===== src/rtl/core/dfm_ram.sv =====
`default_nettype none
module dfm_ram #(
  parameter int WIDTH = 8,
  parameter int DEPTH = 256
) (
  input  wire logic                     clk,
  input  wire logic                     we,
  input  wire logic [$clog2(DEPTH)-1:0] waddr,
  input  wire logic [WIDTH-1:0]         wdata,
  input  wire logic                     re,
  input  wire logic [$clog2(DEPTH)-1:0] raddr,
  output logic      [WIDTH-1:0]         rdata
);

  logic [WIDTH-1:0] mem [DEPTH];

  always_ff @(posedge clk) begin
    if (we) begin
      mem[waddr] <= wdata;
    end
    if (re) begin
      rdata <= mem[raddr];
    end
  end

endmodule
`default_nettype wire


===== config.mk =====
export PLATFORM = sky130hd
export DESIGN_NAME = dfm_ram
export DESIGN_NICKNAME = d
export VERILOG_FILES = /design/src/rtl/core/dfm_ram.sv
export SDC_FILE = /design/constraint.sdc
export NUM_CORES = 2
export LEC_CHECK = 0
export ABC_AREA = 1
export BUFFER_PORTS_ARGS = -buffer_cell sky130_fd_sc_hd__buf_2
export CORE_MARGIN = 3
export CORE_UTILIZATION = 40
export CTS_CLUSTER_SIZE = 25
export DETAILED_ROUTE_END_ITERATION = 12
export GPL_ROUTABILITY_DRIVEN = 0
export GPL_TIMING_DRIVEN = 0
export PLACE_DENSITY = 0.52
export SYNTH_ARGS = -nofsm -noshare
export SYNTH_HDL_FRONTEND = slang
export SYNTH_SLANG_ARGS = --single-unit

===== constraint.sdc =====
create_clock -name clk -period 2.85 [get_ports clk]
set_input_delay 0.285 -clock clk [delete_from_list [all_inputs] [get_ports clk]]
set_output_delay 0.285 -clock clk [all_outputs]
set_load 0.01 [all_outputs]

# Word level (Yosys, flattened, before mapping)
# Memory sizes are Yosys's and may differ from the RTL's. A register that Yosys moved wholly into a read port is not among the register bits.
# Index checks and enable logic that the tools add are counted.
# word_totals
reg_bits,0
ramBits,2048
in_bits,27
output_inout_bits,8
word_cells,3
mem_count,1
# memory_table
memory,words,word_bits,rd,rd_clocked_by_memory_dff,wr,line_no,source
mem,256,8,1,1,1,15,logic [WIDTH-1:0] mem [DEPTH];
# classes
mux,2
# op_table
op,count
1-bit 2-to-1 mux,2

# Depth between registers and ports, before layout
# depth
ltp_word,2
ltp_mapped,15
ltp_nobuf,11

# Worst setup path before layout
# OpenSTA, ideal clock, no wires.
# synth_timing
path_kind,in2reg
startpoint,input we
endpoint,memory mem[162][0] (enable)
setup_time_ps,370
t_arrival_ps,1406
required_ps,2480
setup_slack_ps,1074
stages,4
path_cell_list,clkbuf_1 -> nand3_1 -> clkbuf_1 -> nor2_1
# synth_between
elab_chain_len,2
# synth_rtl
item,line_no,source
from (decl),7,"input wire logic we,"
1-bit 2-to-1 mux,18,if (we) begin
1-bit 2-to-1 mux (not written as such),19,mem[waddr] <= wdata;
to (decl),15,
# No other way between the ends.

==> results.toml <==
[sta]
worst_slew_pin_slew_ps = 1710
slew_viol_final = 62
finClkSkew_ps = 41.4
layout_min_cycle_time_ps = 3200
fin_crit_sh = 1.12
worst_hold_slack_ps = 101
fmax_mhz = 313
finalSetupTns_ps = -731
finalSetupViolCount = 6
timing.final.ws_setup_ps = -347
relSlewSlack = -0.137
hold_viol_final = 0

[clock_network]
cts_made_buffers = 212
post_cts_buffers = 0
clk_latency_ps = 880
cts_buffer_depth = 3
cts_tree = "yes"
cts_max_level = 4
cts.clk_slew.worst_paths_ps = 60
clock_tree.root_cell = "clkbuf_16"
clock_sink_count = 2056

[layout]
fin_nets = 7303
final_common_cell = "nand2_1"
fin_cells = 10300
fill_cells = 19100
layout_common_cells = "nand2_1, edfxtp_1, nand3_1"
layout-drive-gt1-share = 0.0973
area_growth_pct = 13.4

[global_route]
grt_max_degree = 159
grt_overflow = 0
grt_pass1_wl_um = 474000
antenna_found_initial = 34
track_usage = 0.324
grt_pass1_vias = 55400

[pwr]
ir_drop_uv = 575
p_leak_nw = 32.9
powerDensity_mw_per_mm2 = 692
total_power_mw = 65.5

[job]
max_cap_violations = 7

[die]
die_height_um = 463
core_area_mm2 = 0.207
rows = 167
die_w_um = 463
num_io_pins = 35
die-area_mm2 = 0.214
initial_utilization = 0.403

[critical_path]
required_ps = 3450
end_kind = "flop"
startpoint_type = "primary input"
crit_fanout = 10
crit_arrival_ps = 3790
path_class = "primary input to flop"

[yosys]
ys_seq_area_frac = 0.740
synthesis.instances = 7003
syn-num-nets = 7030
synth.top_cell.area_share = 0.740
synth.avg_cell_area_um2 = 11.9
netlist_area_mm2 = 0.0835
ys_ff_latch = 2056
synth_top_area_cell = "edfxtp_1"
yosysWarningCount = 0
synth_cell_types = 13
synth.area.top_cells = "edfxtp_1, nand3_1, nand2_1"

[route]
drtPass1Iterations = 9
via_per_inst = 6.03
wl_um = 355000
wl_per_cell_um = 34.6
dr_total_vias = 61800
route.detailed.drc = 0
dr.first_iter.drc_count = 10800
ant_nets = 0

[placement]
dp_hpwl_um = 242000
portBuffers = 27
dp.cells = 9840
place_ws_ps = -1450

[status]
violations = "max-capacitance violations, max-slew violations, negative setup slack"
outcome = "finished with violations"

[hold_path]
holdCritPathClass = "primary input to flop"
cells in the mapped netlist:
cell / count
buf_6: 16
buf_1: 40
edfxtp_1: 2056
buf_8: 1
nand2_1: 2123
clkbuf_1: 112
buf_2: 268
buf_4: 46
inv_2: 2
inv_1: 36
inv_4: 1
nand3_1: 2019
nor2_1: 283
state kept, by name, indices dropped and copies added (netlist names):
name	cells
mem	2048
rdata	8
power breakdown:
group	leakage (nW)	total, mW	switching (mW)	internal (mW)
Combinational	11.2	5.12	4.10	1.02
Sequential	18.5	33.4	0.0180	33.3
Clock	3.20	27.0	12.2	14.8
Total	32.9	65.5	16.3	49.2
timing repair:
action / 4_1_cts / 5_1_grt
resized for setup: 15 / 48
setup endpoints to repair: 8 / 7
hold endpoints to repair: 309 / 0
hold buffers: 9 / 0
stage by stage:
stage               instance area, µm²  utilization
finish                           94700        0.457
global route                     94600        0.456
CTS                              94500        0.456
detailed placement               87800        0.423
global placement                 87100        0.420
floorplan                        83500            -
cell families (layout without fill, tap and decap cells):
group | Yosys count | in the layout | synth area share
DFF | 2056 | 2056 | 0.740
other | 0 | 20 | 0
buffers and inverters | 522 | 969 | 0.0312
and+or+nand+nor | 4425 | 4425 | 0.229
layer usage:
metal | track usage | routed length (µm)
met1 | 0.441 | 137000
met2 | 0.449 | 146000
met3 | 0.105 | 47400
met4 | 0.193 | 24200
met5 | 0.00290 | 291
final timing paths:
check                            startpoint           to  slack (ps)  depth (start not counted)
worst max register to register  mem[235][2]     rdata[2]         210                         10
worst max-delay path               raddr[1]     rdata[2]        -350                         13
worst min-delay path               wdata[7]  mem[153][7]         100                          2
worst min register to register   mem[28][2]     rdata[2]        1240                         10
worst max-delay path: stages:
cell and delay, ps:
buf_4 180, inv_2 200, buf_2 560, buf_2 580, nand3_1 140, nand3_1 170, nand3_1 190, nand3_1 280
nand3_1 210, nand3_1 620, nand2_1 120, nand2_1 80, nand2_1 130
cell type report:
class,instances,area [µm²],area share
diodes,20,50.0,0.000529
plain buffers,483,2570,0.0272
clock buffers,261,5550,0.0587
clock inverters,127,1030,0.0109
inverters,39,149,0.00157
multi-input cells,4425,19200,0.203
flip-flops and latches,2056,61700,0.652
well taps,2788,3490,0.0369
repair buffers,59,860,0.00908
No activity file was read; power rests on OpenSTA's default activity.
