**src/rtl/core/dfm_pkg.sv**
```systemverilog
`default_nettype none
package dfm_pkg;

  localparam int STATE_W = 7;
  localparam int TOKEN_W = 8;
  localparam int TOKENS = 256;

  typedef logic signed [STATE_W-1:0] state_t;
  typedef logic [TOKEN_W-1:0] token_t;

  typedef enum logic [1:0] {
    FUNC_WR_EXPLICIT = 2'd0,
    FUNC_WR_DEFAULT  = 2'd1,
    FUNC_SET_STATE   = 2'd2,
    FUNC_STEP        = 2'd3
  } func_t;

  typedef struct packed {
    logic   valid;
    state_t target;
  } entry_t;

  localparam state_t INIT_STATE = 7'sd0;
  localparam state_t HIT_STATE  = -7'sd1;
  localparam state_t DEAD_STATE = -7'sd2;

  localparam int OUTQ_DEPTH = 4;
  localparam int OUTQ_PTR_W = 2;
  localparam int OUTQ_CNT_W = 3;

endpackage
`default_nettype wire

```
**src/rtl/core/dfm_outq.sv**
```systemverilog
`default_nettype none
module dfm_outq (
  input  wire logic                                clk,
  input  wire logic                                rst,
  input  wire logic                                push,
  input  wire dfm_pkg::state_t                     push_state,
  output logic      [dfm_pkg::OUTQ_CNT_W-1:0]      count,
  output logic                                     rsp_valid,
  input  wire logic                                rsp_ready,
  output dfm_pkg::state_t                          state_now,
  output logic                                     accepted,
  output logic                                     rejected
);

  dfm_pkg::state_t                   entries [dfm_pkg::OUTQ_DEPTH];
  logic [dfm_pkg::OUTQ_PTR_W-1:0]    wr_ptr;
  logic [dfm_pkg::OUTQ_PTR_W-1:0]    rd_ptr;
  logic                              pop;

  assign rsp_valid = (count != '0);
  assign pop       = rsp_valid & rsp_ready;
  assign state_now = entries[rd_ptr];
  assign accepted  = (state_now == dfm_pkg::HIT_STATE);
  assign rejected  = (state_now == dfm_pkg::DEAD_STATE);

  always_ff @(posedge clk) begin
    if (push) begin
      entries[wr_ptr] <= push_state;
    end
    if (rst) begin
      wr_ptr <= '0;
      rd_ptr <= '0;
      count  <= '0;
    end else begin
      if (push) begin
        wr_ptr <= wr_ptr + 1'b1;
      end
      if (pop) begin
        rd_ptr <= rd_ptr + 1'b1;
      end
      count <= count + dfm_pkg::OUTQ_CNT_W'(push) - dfm_pkg::OUTQ_CNT_W'(pop);
    end
  end

endmodule
`default_nettype wire

```
**config.mk**
```make
export PLATFORM = sky130hd
export DESIGN_NAME = dfm_outq
export DESIGN_NICKNAME = d
export VERILOG_FILES = /design/src/rtl/core/dfm_pkg.sv /design/src/rtl/core/dfm_outq.sv
export SDC_FILE = /design/constraint.sdc
export NUM_CORES = 1
export LEC_CHECK = 0
export BUFFER_PORTS_ARGS = -buffer_cell sky130_fd_sc_hd__buf_2
export CORE_MARGIN = 4
export CORE_UTILIZATION = 54
export CTS_CLUSTER_DIAMETER = 50
export DETAILED_ROUTE_END_ITERATION = 7
export GPL_TIMING_DRIVEN = 1
export PLACE_DENSITY = 0.88
export SLEW_MARGIN = 20
export SYNTH_ARGS = -nofsm -noshare
export SYNTH_HDL_FRONTEND = slang
export SYNTH_SLANG_ARGS = --single-unit
export TNS_END_PERCENT = 10
```
**constraint.sdc**
```tcl
create_clock -name clk -period 2.85 [get_ports clk]
set_clock_uncertainty 0.1 [all_clocks]
set_input_delay 0.1425 -clock clk [delete_from_list [all_inputs] [get_ports clk]]
set_output_delay 0.1425 -clock clk [all_outputs]
set_load 0.05 [all_outputs]
```
== Yosys cells after proc, flatten, opt, wreduce, memory -nomap -nowiden ==
Memories as Yosys holds them, arrays and structs flattened. A register that Yosys moved wholly into a read port is not among the register bits.
Cells that the tools add are included.
Operators by class
  $add $sub $neg: 4
  eq/ne operators: 2
  multiplexer cells: 4
  bitwise operators: 1
  reduce and logical (&&, ||, !) cells: 1
Operators with widths (number)
  7-bit by 1-bit equality test with 1-bit output (second input constant): 1
  7-bit by 2-bit equality test with 1-bit output (second input constant): 1
  2-bit by 1-bit adder with 2-bit output (second input constant): 2
  2-bit two-way mux: 2
  3-bit by 1-bit adder with 3-bit output: 1
  3-bit nonzero test: 1
  3-bit by 1-bit subtractor with 3-bit output: 1
  1-bit two-way mux: 2
  1-bit AND: 1
Storage, ports and cells
  register bits after elaboration: 7
  bits in writable memories: 28
  input bits: 11
  logic and storage cells: 16
  memories kept: 1
Memories
  entries: depth 4, bits a word 7, read ports 1, clocked after memory_dff 1, wr ports 1, RTL line dfm_outq.sv:15  | dfm_pkg::state_t entries [dfm_pkg::OUTQ_DEPTH];

== Longest topological paths before layout ==
Gate-level depths: netlist of the first run.
  depth in word-level cells: 4
  depth in mapped cells: 9
  mapped depth without buffers: 9

== Worst setup path before layout of the first run ==
No wires, ideal clock.
  path type: reg2reg
  start point: register count[1] in the netlist's numbering
  end point: register count[2] in the netlist's numbering
  library setup time: 0.078 ns
  data arrival time: 2.185 ns
  slack: 0.488 ns
  stages on the path, launching flop included: 10
  buffers on the path: 0
  path through: dfxtp_1 -> o31a_1 -> ha_1 -> inv_1 -> ha_1 -> inv_1 -> fa_1 -> xor2_1 -> and2_1 -> nor3_1
On the way
  cells in the longest elaborated chain, start to end: 3
Ends and longest elaborated chain
  start: declaration: RTL line dfm_outq.sv:7  | output logic [dfm_pkg::OUTQ_CNT_W-1:0] count,
  start signal: assignment: RTL line dfm_outq.sv:41  | count <= count + dfm_pkg::OUTQ_CNT_W'(push) - dfm_pkg::OUTQ_CNT_W'(pop);
  3-bit nonzero test: RTL line dfm_outq.sv:20  | assign rsp_valid = (count != '0);
  1-bit AND: RTL line dfm_outq.sv:21  | assign pop = rsp_valid & rsp_ready;
  net pop: RTL line dfm_outq.sv:18  | logic pop;
  3-bit by 1-bit subtractor with 3-bit output: RTL line dfm_outq.sv:41
The timed path passes the listed nets, and every way through them passes these cells.
A chain may end at the register's enable or synchronous reset.

==> impl_metrics.json, run 1 <==
{
  "cts_resized": 0,
  "rsz0062_at_grt": "no",
  "netlist_area_um2": 1480,
  "vdd_drop_max_v": 0.000785,
  "clock-sinks": 37,
  "cts_buffers": 5,
  "ys_async_sr_fraction_pct": 0,
  "synth_common_cells": "edfxtp_1 (28), dfxtp_1 (9), nor2_1 (8)",
  "drt_iter0_drc": 28,
  "max-slew-margin-rel_pct": 69.8,
  "crit_buf_inv": 1,
  "critPathCaptureType": "output port",
  "critPathLaunchType": "register",
  "dpl_cell_area_um2": 1610,
  "yosysTopAreaCell": "edfxtp_1",
  "rr_worst_depth": 9,
  "insertion_delay_ns": 0.33,
  "antenna_cells": 0,
  "viasPerCell": 5.32,
  "dr.pass1.iters": 4,
  "detail-route-antenna-nets": 0,
  "antenna_found_initial": 0,
  "r2r-end": "count[2]",
  "gr-total-overflow": 0,
  "ys_seq_area_share_pct": 69.0,
  "grt_start_max_net_pins": 12,
  "grt_usage_pct": 15.3,
  "hold_class": "input pin to register",
  "crit_path_cell_trace": "mux4_2 -> nor3_2 -> buf_2",
  "drc": 0,
  "gp_congestion": 0.686,
  "clkTransAtPathRegs_ns": 0.10,
  "place_hpwl_um": 1700,
  "finalSetupViolations": 0,
  "worst-path-stages": 3,
  "synth_cell_types": 23,
  "grt_pass1_vias": 829,
  "nets": 139,
  "critPathMaxStageDelay_ns": 0.61,
  "area_growth_pct": 17.8,
  "synth_top_area_share_pct": 56.9,
  "die_area_um2": 3640,
  "finalCritPeriodShare_pct": 78.7,
  "ys_ff_latch": 37,
  "r2r-start": "count[1]",
  "core_area_um2": 2540,
  "clock_path_buffers": 2,
  "grt_pass1_wl_um": 3860,
  "setup_tns_ns": 0,
  "hold_violations": 0,
  "maxCapViolations": 0,
  "cellPowerDensity_nw_per_um2": 867,
  "leakage_nw": 0.659,
  "synth_flop_cell": "edfxtp_1",
  "final_area_um2": 1740,
  "cts-root-buf": "clkbuf_4",
  "crit_arrival_ns": 2.00,
  "regArea_um2": 1020,
  "layout_min_cycle_time_ns": 2.24,
  "routedWlPerCell_um": 15.6,
  "netlist_instances": 86,
  "synth.most_common_cell": "edfxtp_1",
  "vias": 809,
  "critPathMaxFanout": 7,
  "start_util_pct": 58.1,
  "tightestPinTransition_ns": 0.452,
  "die_height_um": 60.3,
  "io_buffers": 23,
  "totalWireLength_um": 2370,
  "syn_nets": 104,
  "report.final.slew_viol_count": 0,
  "fmax_mhz": 446,
  "syn_avg_cell_area_um2": 17.2,
  "drive_gt1_share_pct": 30.3,
  "rows": 18,
  "cts_tree": "built",
  "critPathKind": "register to output port",
  "ff2ff_setup_slack_ns": 0.64,
  "fill_cells": 173,
  "yosys_warnings": 0,
  "multi_input_area_um2": 419,
  "cp_data_required_time_ns": 2.61,
  "worstHoldEndpoint": "wr_ptr[1]",
  "hold_start": "push",
  "synth-edff-count": 28,
  "slowest_stage": "dfxtp_1",
  "die_w_um": 60.3,
  "status": "complete, no violations",
  "cpLargestDelayFamily": "flip-flops",
  "cts_setup_buffers": 0,
  "ios": 24,
  "hold_depth": 3,
  "synthTopCellsByArea": "edfxtp_1 (57%), dfxtp_1 (12%), mux4_2 (11%)",
  "h-tree-depth": 2
}
registers in the layout, summed over array words and instances (netlist names), named ones only:
name,count
entries,28
count,3
rd_ptr,2
wr_ptr,2
worst min-delay path: stages:
cell and delay (ns):
buf_2 0.15, mux2i_1 0.09, nor2_1 0.08
what timing repair did:
action                                  4_1_cts  5_1_grt
endpoints found under the setup margin        0        0
hold buffers                                  8        0
hold endpoints to repair                     37        0
placed cells by master, fill, tap and decap left out:
cell / n
ha_1: 6
nor3_2: 1
clkbuf_1: 2
mux4_2: 7
clkinv_2: 1
buf_2: 23
fa_1: 1
and2_1: 5
nor2_1: 8
xor2_1: 2
mux2i_1: 1
dfxtp_1: 9
nor2b_1: 1
o311ai_0: 1
nand4_1: 1
nand2_1: 1
o31a_1: 1
inv_1: 5
nand3_1: 1
clkbuf_4: 5
xnor2_1: 2
edfxtp_1: 28
dlygate4sd3_1: 8
nor3_1: 1
or3_1: 1
how the worst max path moves through the flow:
stage	start	to
CTS	register	rejected
finish	register	rejected
detailed placement	count[1]	count[2]
floorplan	count[1]	count[2]
global route	register	rejected
global placement	count[1]	count[2]
area by class of cell:
cell class              instances  share of cell area, %
flip-flops and latches         37                   58.6
clock inverters                 1                  0.287
repair buffers                 31                   11.2
inverters                       5                   1.08
clock buffers                   7                   2.59
well taps                      30                   2.16
multi-input cells              41                   24.1
where the power goes:
group / internal (mW) / switching (mW) / total [mW]
Sequential: 0.637 / 0.0636 / 0.701
Combinational: 0.188 / 0.365 / 0.553
Clock: 0.0962 / 0.159 / 0.255
Total: 0.921 / 0.588 / 1.51
kinds of logic after synthesis:
family | count (synthesis) | synth area share (%)
AOI/OAI and AO/OA | 2 | 1.18
xor gates and xnor gates | 4 | 2.37
adders and majority gates | 7 | 6.43
buffers and inverters | 8 | 2.62
DFF | 37 | 69.0
muxes | 8 | 11.3
and+or+nand+nor | 20 | 7.02
routing by layer:
layer | vias to the layer above | GRT usage [%] | share of wire [%]
met4 | 0 | 6.65 | 1.5
met3 | 5 | 5.74 | 6.0
met5 | - | 0 | 0
met1 | 392 | 19.7 | 43
li1 | 386 | - | -
met2 | 26 | 23.5 | 49
per-stage QoR:
stage | hold WS, ns | power (mW) | worst slack (ns) | cells | util, %
after floorplan | 0.141 | 1.15 | 0.488 | 86 | -
after global placement | 0.255 | 1.24 | 0.745 | 136 | 63.3
after detailed placement | 0.266 | 1.27 | 0.629 | 136 | 63.3
after CTS | 0.0370 | 1.53 | 0.532 | 152 | 68.4
after global routing | 0.0665 | 1.60 | 0.445 | 152 | 68.4
final | 0.0522 | 1.51 | 0.608 | 152 | 68.4
Note: power is estimated with default switching activity, not from simulation.
==> inputs of run 2 (changes only) <==
Settings changed: CORE_UTILIZATION 54 to 49, PLACE_DENSITY 0.88 to 0.85.
Clock period 2.85 ns to 1.8 ns, I/O delays scaled along.
==> run 2 against run 1 <==
  * The flow now finishes with violations (negative setup slack)
  * Hold slack better by 0.011 ns
  * Total power rose by 80%
  * Wire length is 1.6% higher
  * Non-clock buffer count up 8
  * Largest cell class unchanged
==> impl_metrics.json, run 2 (synthesized netlist as in run 1, its figures left out) <==
{
  "switching_share_pct": 35.4,
  "clkTransAtPathRegs_ns": 0.10,
  "cellPowerDensity_nw_per_um2": 1440,
  "report.final.slew_viol_count": 0,
  "top_regs": "entries x28, count x3",
  "cts-root-buf": "clkbuf_4",
  "antenna_cells": 0,
  "detail-route-antenna-nets": 0,
  "area_growth_pct": 26.8,
  "cts_tree": "built",
  "finalCritPeriodShare_pct": 118,
  "maxCapViolations": 0,
  "failed_checks": "negative setup slack",
  "r2r-end": "count[2]",
  "insertion_delay_ns": 0.33,
  "critPathCaptureType": "register",
  "die_w_um": 62.9,
  "nets": 147,
  "hold_class": "input pin to register",
  "ios": 24,
  "clock_power_share_pct": 21.5,
  "dr.pass1.iters": 4,
  "regMostFlops": "entries",
  "dpl_worst_slack_ns": -0.302,
  "cts_buffers": 5,
  "start_util_pct": 52.3,
  "fill_cells": 197,
  "grt_start_max_net_pins": 12,
  "finalSetupViolations": 4,
  "status": "complete, but fails checks",
  "layout_setup_ws_ns": -0.319,
  "hold_violations": 0,
  "hold_depth": 3,
  "totalWireLength_um": 2410,
  "critPathMaxFanout": 2,
  "io_buffers": 23,
  "layout_min_cycle_time_ns": 2.12,
  "tightestPinTransition_ns": 0.365,
  "r2r-start": "count[2]",
  "gp_congestion": 0.719,
  "rr_worst_depth": 9,
  "cp_data_required_time_ns": 1.96,
  "p_sw_mw": 0.960,
  "antenna_found_initial": 0,
  "clock_path_buffers": 2,
  "h-tree-depth": 2,
  "drt_iter0_drc": 27,
  "vdd_drop_max_v": 0.00107,
  "power_mw": 2.71,
  "drc": 0,
  "internal_power_mw": 1.75,
  "final_cell_mix": "edfxtp_1 (28), buf_2 (20), dlygate4sd3_1 (9)",
  "place_hpwl_um": 1680,
  "share_seq_of_total_power_pct": 39.6,
  "critPathKind": "register to register",
  "viasPerCell": 5.19,
  "core_area_um2": 2830,
  "crit_arrival_ns": 2.27,
  "rsz0062_at_grt": "yes",
  "grt_pass1_wl_um": 4010,
  "max-slew-margin-rel_pct": 75.4,
  "drive_gt1_share_pct": 40.0,
  "grt_pass1_vias": 880,
  "leakage_nw": 0.719,
  "largest_reg_flops": 28,
  "clock-sinks": 37,
  "comb_power_share_pct": 38.8,
  "routedWlPerCell_um": 14.9,
  "final_common_cell": "edfxtp_1",
  "gr-total-overflow": 0,
  "rows": 19,
  "die_area_um2": 3960,
  "die_height_um": 62.9,
  "hold_start": "push",
  "fmax_mhz": 472,
  "worstHoldEndpoint": "count[0]",
  "critPathLaunchType": "register",
  "ff2ff_setup_slack_ns": -0.32,
  "vias": 835,
  "grt_usage_pct": 13.9
}
==> run 2: how the worst max path moves through the flow <==
stage / startpoint / to / depth (start not counted)
floorplan: count[1] / count[2] / 9
finish: count[2] / count[2] / 9
global placement: count[1] / count[2] / 9
global route: count[2] / count[2] / 9
CTS: count[1] / count[2] / 9
detailed placement: count[1] / count[2] / 9
==> run 2: worst max-delay path, stage by stage (launching register included) <==
cell,delay [ns]
dfxtp_4,0.35
o31a_1,0.29
ha_1,0.28
inv_1,0.06
ha_1,0.13
inv_1,0.05
fa_2,0.34
xor2_1,0.16
and2_1,0.16
nor3_1,0.12
==> run 2: cell type report <==
cell class / instances / area [µm²] / area share (%)
timing repair buffer: 39 / 277 / 14.7
sequential: 37 / 1030 / 55.0
clock buffer: 7 / 55.1 / 2.94
clock inverter: 1 / 30.0 / 1.60
tap: 31 / 38.8 / 2.07
inverter: 5 / 18.8 / 1.00
multi-input combinational: 41 / 424 / 22.6
==> run 2: timing repair <==
action / CTS / global route
resized for setup: 3 / 6
hold buffers: 9 / 0
setup buffers: 0 / 1
pin swaps: 1 / 3
endpoints found under the hold margin: 37 / 0
endpoints found under the setup margin: 5 / 11
==> run 2: layer usage <==
metal / wire length, µm / up-vias / GRT usage [%] / share of wire (%)
met2: 1180 / 31 / 22.3 / 49
met5: 0 / - / 0 / 0
li1: - / 404 / - / -
met1: 990 / 394 / 15.8 / 41
met3: 193 / 6 / 5.76 / 8.0
met4: 38 / 0 / 7.44 / 1.6
==> run 2: per-stage QoR <==
step	cell area (µm²)	util, %	instances	TNS, ns	hold WS, ns
after global placement	1670	59.0	143	-0.287	0.200
after detailed placement	1670	59.0	143	-0.422	0.212
after global routing	1880	66.3	161	-1.20	0.0918
final	1880	66.3	161	-0.635	0.0633
after floorplan	1490	-	86	-0.941	0.0889
after CTS	1850	65.5	160	-0.819	0.0418
==> run 2: power groups by stage <==
stage / Clock [mW] / Sequential, mW / Combinational (mW)
3_5_place_dp: 0 / 1.09 / 1.00
6_report: 0.584 / 1.07 / 1.05
4_1_cts: 0.600 / 1.07 / 1.03
3_3_place_gp: 0 / 1.08 / 0.968
5_1_grt: 0.634 / 1.09 / 1.14
2_1_floorplan: 0 / 1.18 / 0.661
==> inputs of run 3 (changes only) <==
Settings changed: REMOVE_ABC_BUFFERS set to 1.
==> run 3 against run 2 <==
  * Maximum frequency rose by 3.5%
  * Die area did not move
  * Critical endpoint unchanged
  * Largest cell class unchanged
  * Sequential share of layout area fell by 0.36 points
  * Sequential power barely moved
  * The run still ends with negative setup slack left
  * Non-clock buffer count fell by 1
  * Cell area fell by 0.20%
  * Wire length fell by 2.2%
  * Critical path type unchanged
  * First-iteration DRC count fell by 52%
  * Total power fell by 0.49%
  * Hold slack got worse by 0.0059 ns
  * Final cell count fell by 0.62%
  * Combinational power barely moved
==> impl_metrics.json, run 3 (synthesized netlist as in run 1, its figures left out) <==
{
  "fmax_mhz": 488,
  "max-slew-margin-rel_pct": 75.2,
  "cts-root-buf": "clkbuf_4",
  "fill_cells": 211,
  "hold_start": "push",
  "critPathMaxStageDelay_ns": 0.35,
  "rows": 19,
  "hold_class": "input pin to register",
  "crit_arrival_ns": 2.21,
  "p_sw_mw": 0.955,
  "multi_input_area_um2": 434,
  "critPathCaptureType": "register",
  "final_cell_mix": "edfxtp_1 (28), buf_2 (19), dlygate4sd3_1 (9)",
  "die_area_um2": 3960,
  "cp_data_required_time_ns": 1.96,
  "hold_violations": 0,
  "cts_buffers": 5,
  "tightestPinTransition_ns": 0.368,
  "r2r-end": "count[2]",
  "dpl_cell_area_um2": 1660,
  "crit_path_cell_trace": "o31a_1 -> ha_1 -> inv_1 -> ha_1 -> inv_1 -> fa_2 -> xor2_2 -> and2_1 -> nor3_2",
  "final_area_um2": 1870,
  "report.final.slew_viol_count": 0,
  "drc": 0,
  "failed_checks": "negative setup slack",
  "cts_tree": "built",
  "io_buffers": 23,
  "drt_iter0_drc": 13,
  "rsz0062_at_grt": "yes",
  "detail-route-antenna-nets": 0,
  "die_height_um": 62.9,
  "clock-sinks": 37,
  "cts_setup_buffers": 0,
  "h-tree-depth": 2,
  "worstHoldEndpoint": "count[0]",
  "finalSetupViolations": 4,
  "drive_gt1_share_pct": 38.0,
  "critPathKind": "register to register",
  "grt_usage_pct": 14.2,
  "dr.pass1.iters": 4,
  "vdd_drop_max_v": 0.00114,
  "clock_path_buffers": 2,
  "nets": 146,
  "finalCritPeriodShare_pct": 114,
  "viasPerCell": 5.23,
  "slowest_stage": "fa_2",
  "antenna_cells": 0,
  "start_util_pct": 52.3,
  "grt_pass1_wl_um": 4150,
  "layout_min_cycle_time_ns": 2.05,
  "regMostFlops": "entries",
  "layout_setup_ws_ns": -0.248,
  "largest_reg_flops": 28,
  "vias": 836,
  "clock_power_share_pct": 21.5,
  "leakage_nw": 0.716,
  "internal_power_mw": 1.74,
  "totalWireLength_um": 2350,
  "area_growth_pct": 26.6,
  "core_area_um2": 2830,
  "maxCapViolations": 0,
  "clkTransAtPathRegs_ns": 0.10,
  "rr_worst_depth": 9,
  "status": "complete, but fails checks",
  "top_regs": "entries x28, count x3",
  "hold_depth": 3,
  "grt_start_max_net_pins": 12,
  "cellPowerDensity_nw_per_um2": 1440,
  "grt_pass1_vias": 907,
  "comb_power_share_pct": 39.1,
  "gr-total-overflow": 0,
  "switching_share_pct": 35.4,
  "regArea_um2": 1020,
  "die_w_um": 62.9,
  "antenna_found_initial": 0,
  "routedWlPerCell_um": 14.7,
  "share_seq_of_total_power_pct": 39.3,
  "insertion_delay_ns": 0.33,
  "critPathLaunchType": "register",
  "gp_congestion": 0.699,
  "ios": 24,
  "ff2ff_setup_slack_ns": -0.25,
  "cpLargestDelayFamily": "adder cells",
  "holdWs_ns": 0.0574,
  "r2r-start": "count[1]",
  "critPathMaxFanout": 2,
  "utilization_pct": 66.2,
  "crit_buf_inv": 2,
  "final_common_cell": "edfxtp_1"
}
[run 3: cell count changes in the layout (fill, tap and decap cells not counted), sizes merged]
cell  change
buf       -1
[run 3: cell type report]
type                            count  area share (%)
Multi-Input combinational cell     41            23.2
Clock inverter                      1            1.60
Clock buffer                        7            2.94
Sequential cell                    37            54.7
Tap cell                           31            2.07
Inverter                            5            1.00
Timing Repair Buffer               38            14.5
[run 3: worst reg2reg max path, stage by stage (launching register included)]
cell     delay (ns)
dfxtp_1        0.33
o31a_1         0.29
ha_1           0.27
inv_1          0.06
ha_1           0.13
inv_1          0.05
fa_2           0.35
xor2_2         0.16
and2_1         0.16
nor3_2         0.09
[run 3: power by group through the flow]
stage	clock, mW	sequential, mW	combinational (mW)
after floorplan	0	1.20	0.598
after global placement	0	1.07	0.963
after detailed placement	0	1.08	0.995
after CTS	0.600	1.06	1.03
after global routing	0.637	1.07	1.14
final	0.581	1.06	1.05
[run 3: routing by layer]
| metal | part of all wire [%] | GRT usage, % | vias to the layer above |
|---|---|---|---|
| li1 | - | - | 402 |
| met1 | 43 | 16.8 | 402 |
| met2 | 48 | 22.0 | 26 |
| met3 | 5.9 | 5.76 | 6 |
| met4 | 2.4 | 7.44 | 0 |
| met5 | 0 | 0 | - |
[run 3: repair_timing]
item | CTS | global route
hold buffers | 9 | 0
setup endpoints to repair | 6 | 11
resized for setup | 7 | 5
hold endpoints to repair | 37 | 0
pin swaps | 3 | 0
cloned | 0 | 0
[run 3: through the flow]
| stage | instances | TNS (ns) | worst slack, ns | total power, mW |
|---|---|---|---|---|
| floorplan | 83 | -1.54 | -0.562 | 1.80 |
| global placement | 143 | -0.225 | -0.220 | 2.03 |
| detailed placement | 143 | -0.346 | -0.293 | 2.07 |
| CTS | 160 | -0.638 | -0.265 | 2.69 |
| global route | 160 | -1.11 | -0.318 | 2.85 |
| finish | 160 | -0.519 | -0.248 | 2.70 |
[run 3: worst max path at each step]
stage / cells after the start / start / slack, ns / end
floorplan: 9 / count[1] / -0.56 / count[2]
global route: 9 / count[0] / -0.32 / count[2]
detailed placement: 9 / count[2] / -0.29 / count[2]
CTS: 9 / count[0] / -0.26 / count[2]
global placement: 9 / count[2] / -0.22 / count[2]
finish: 9 / count[1] / -0.25 / count[2]
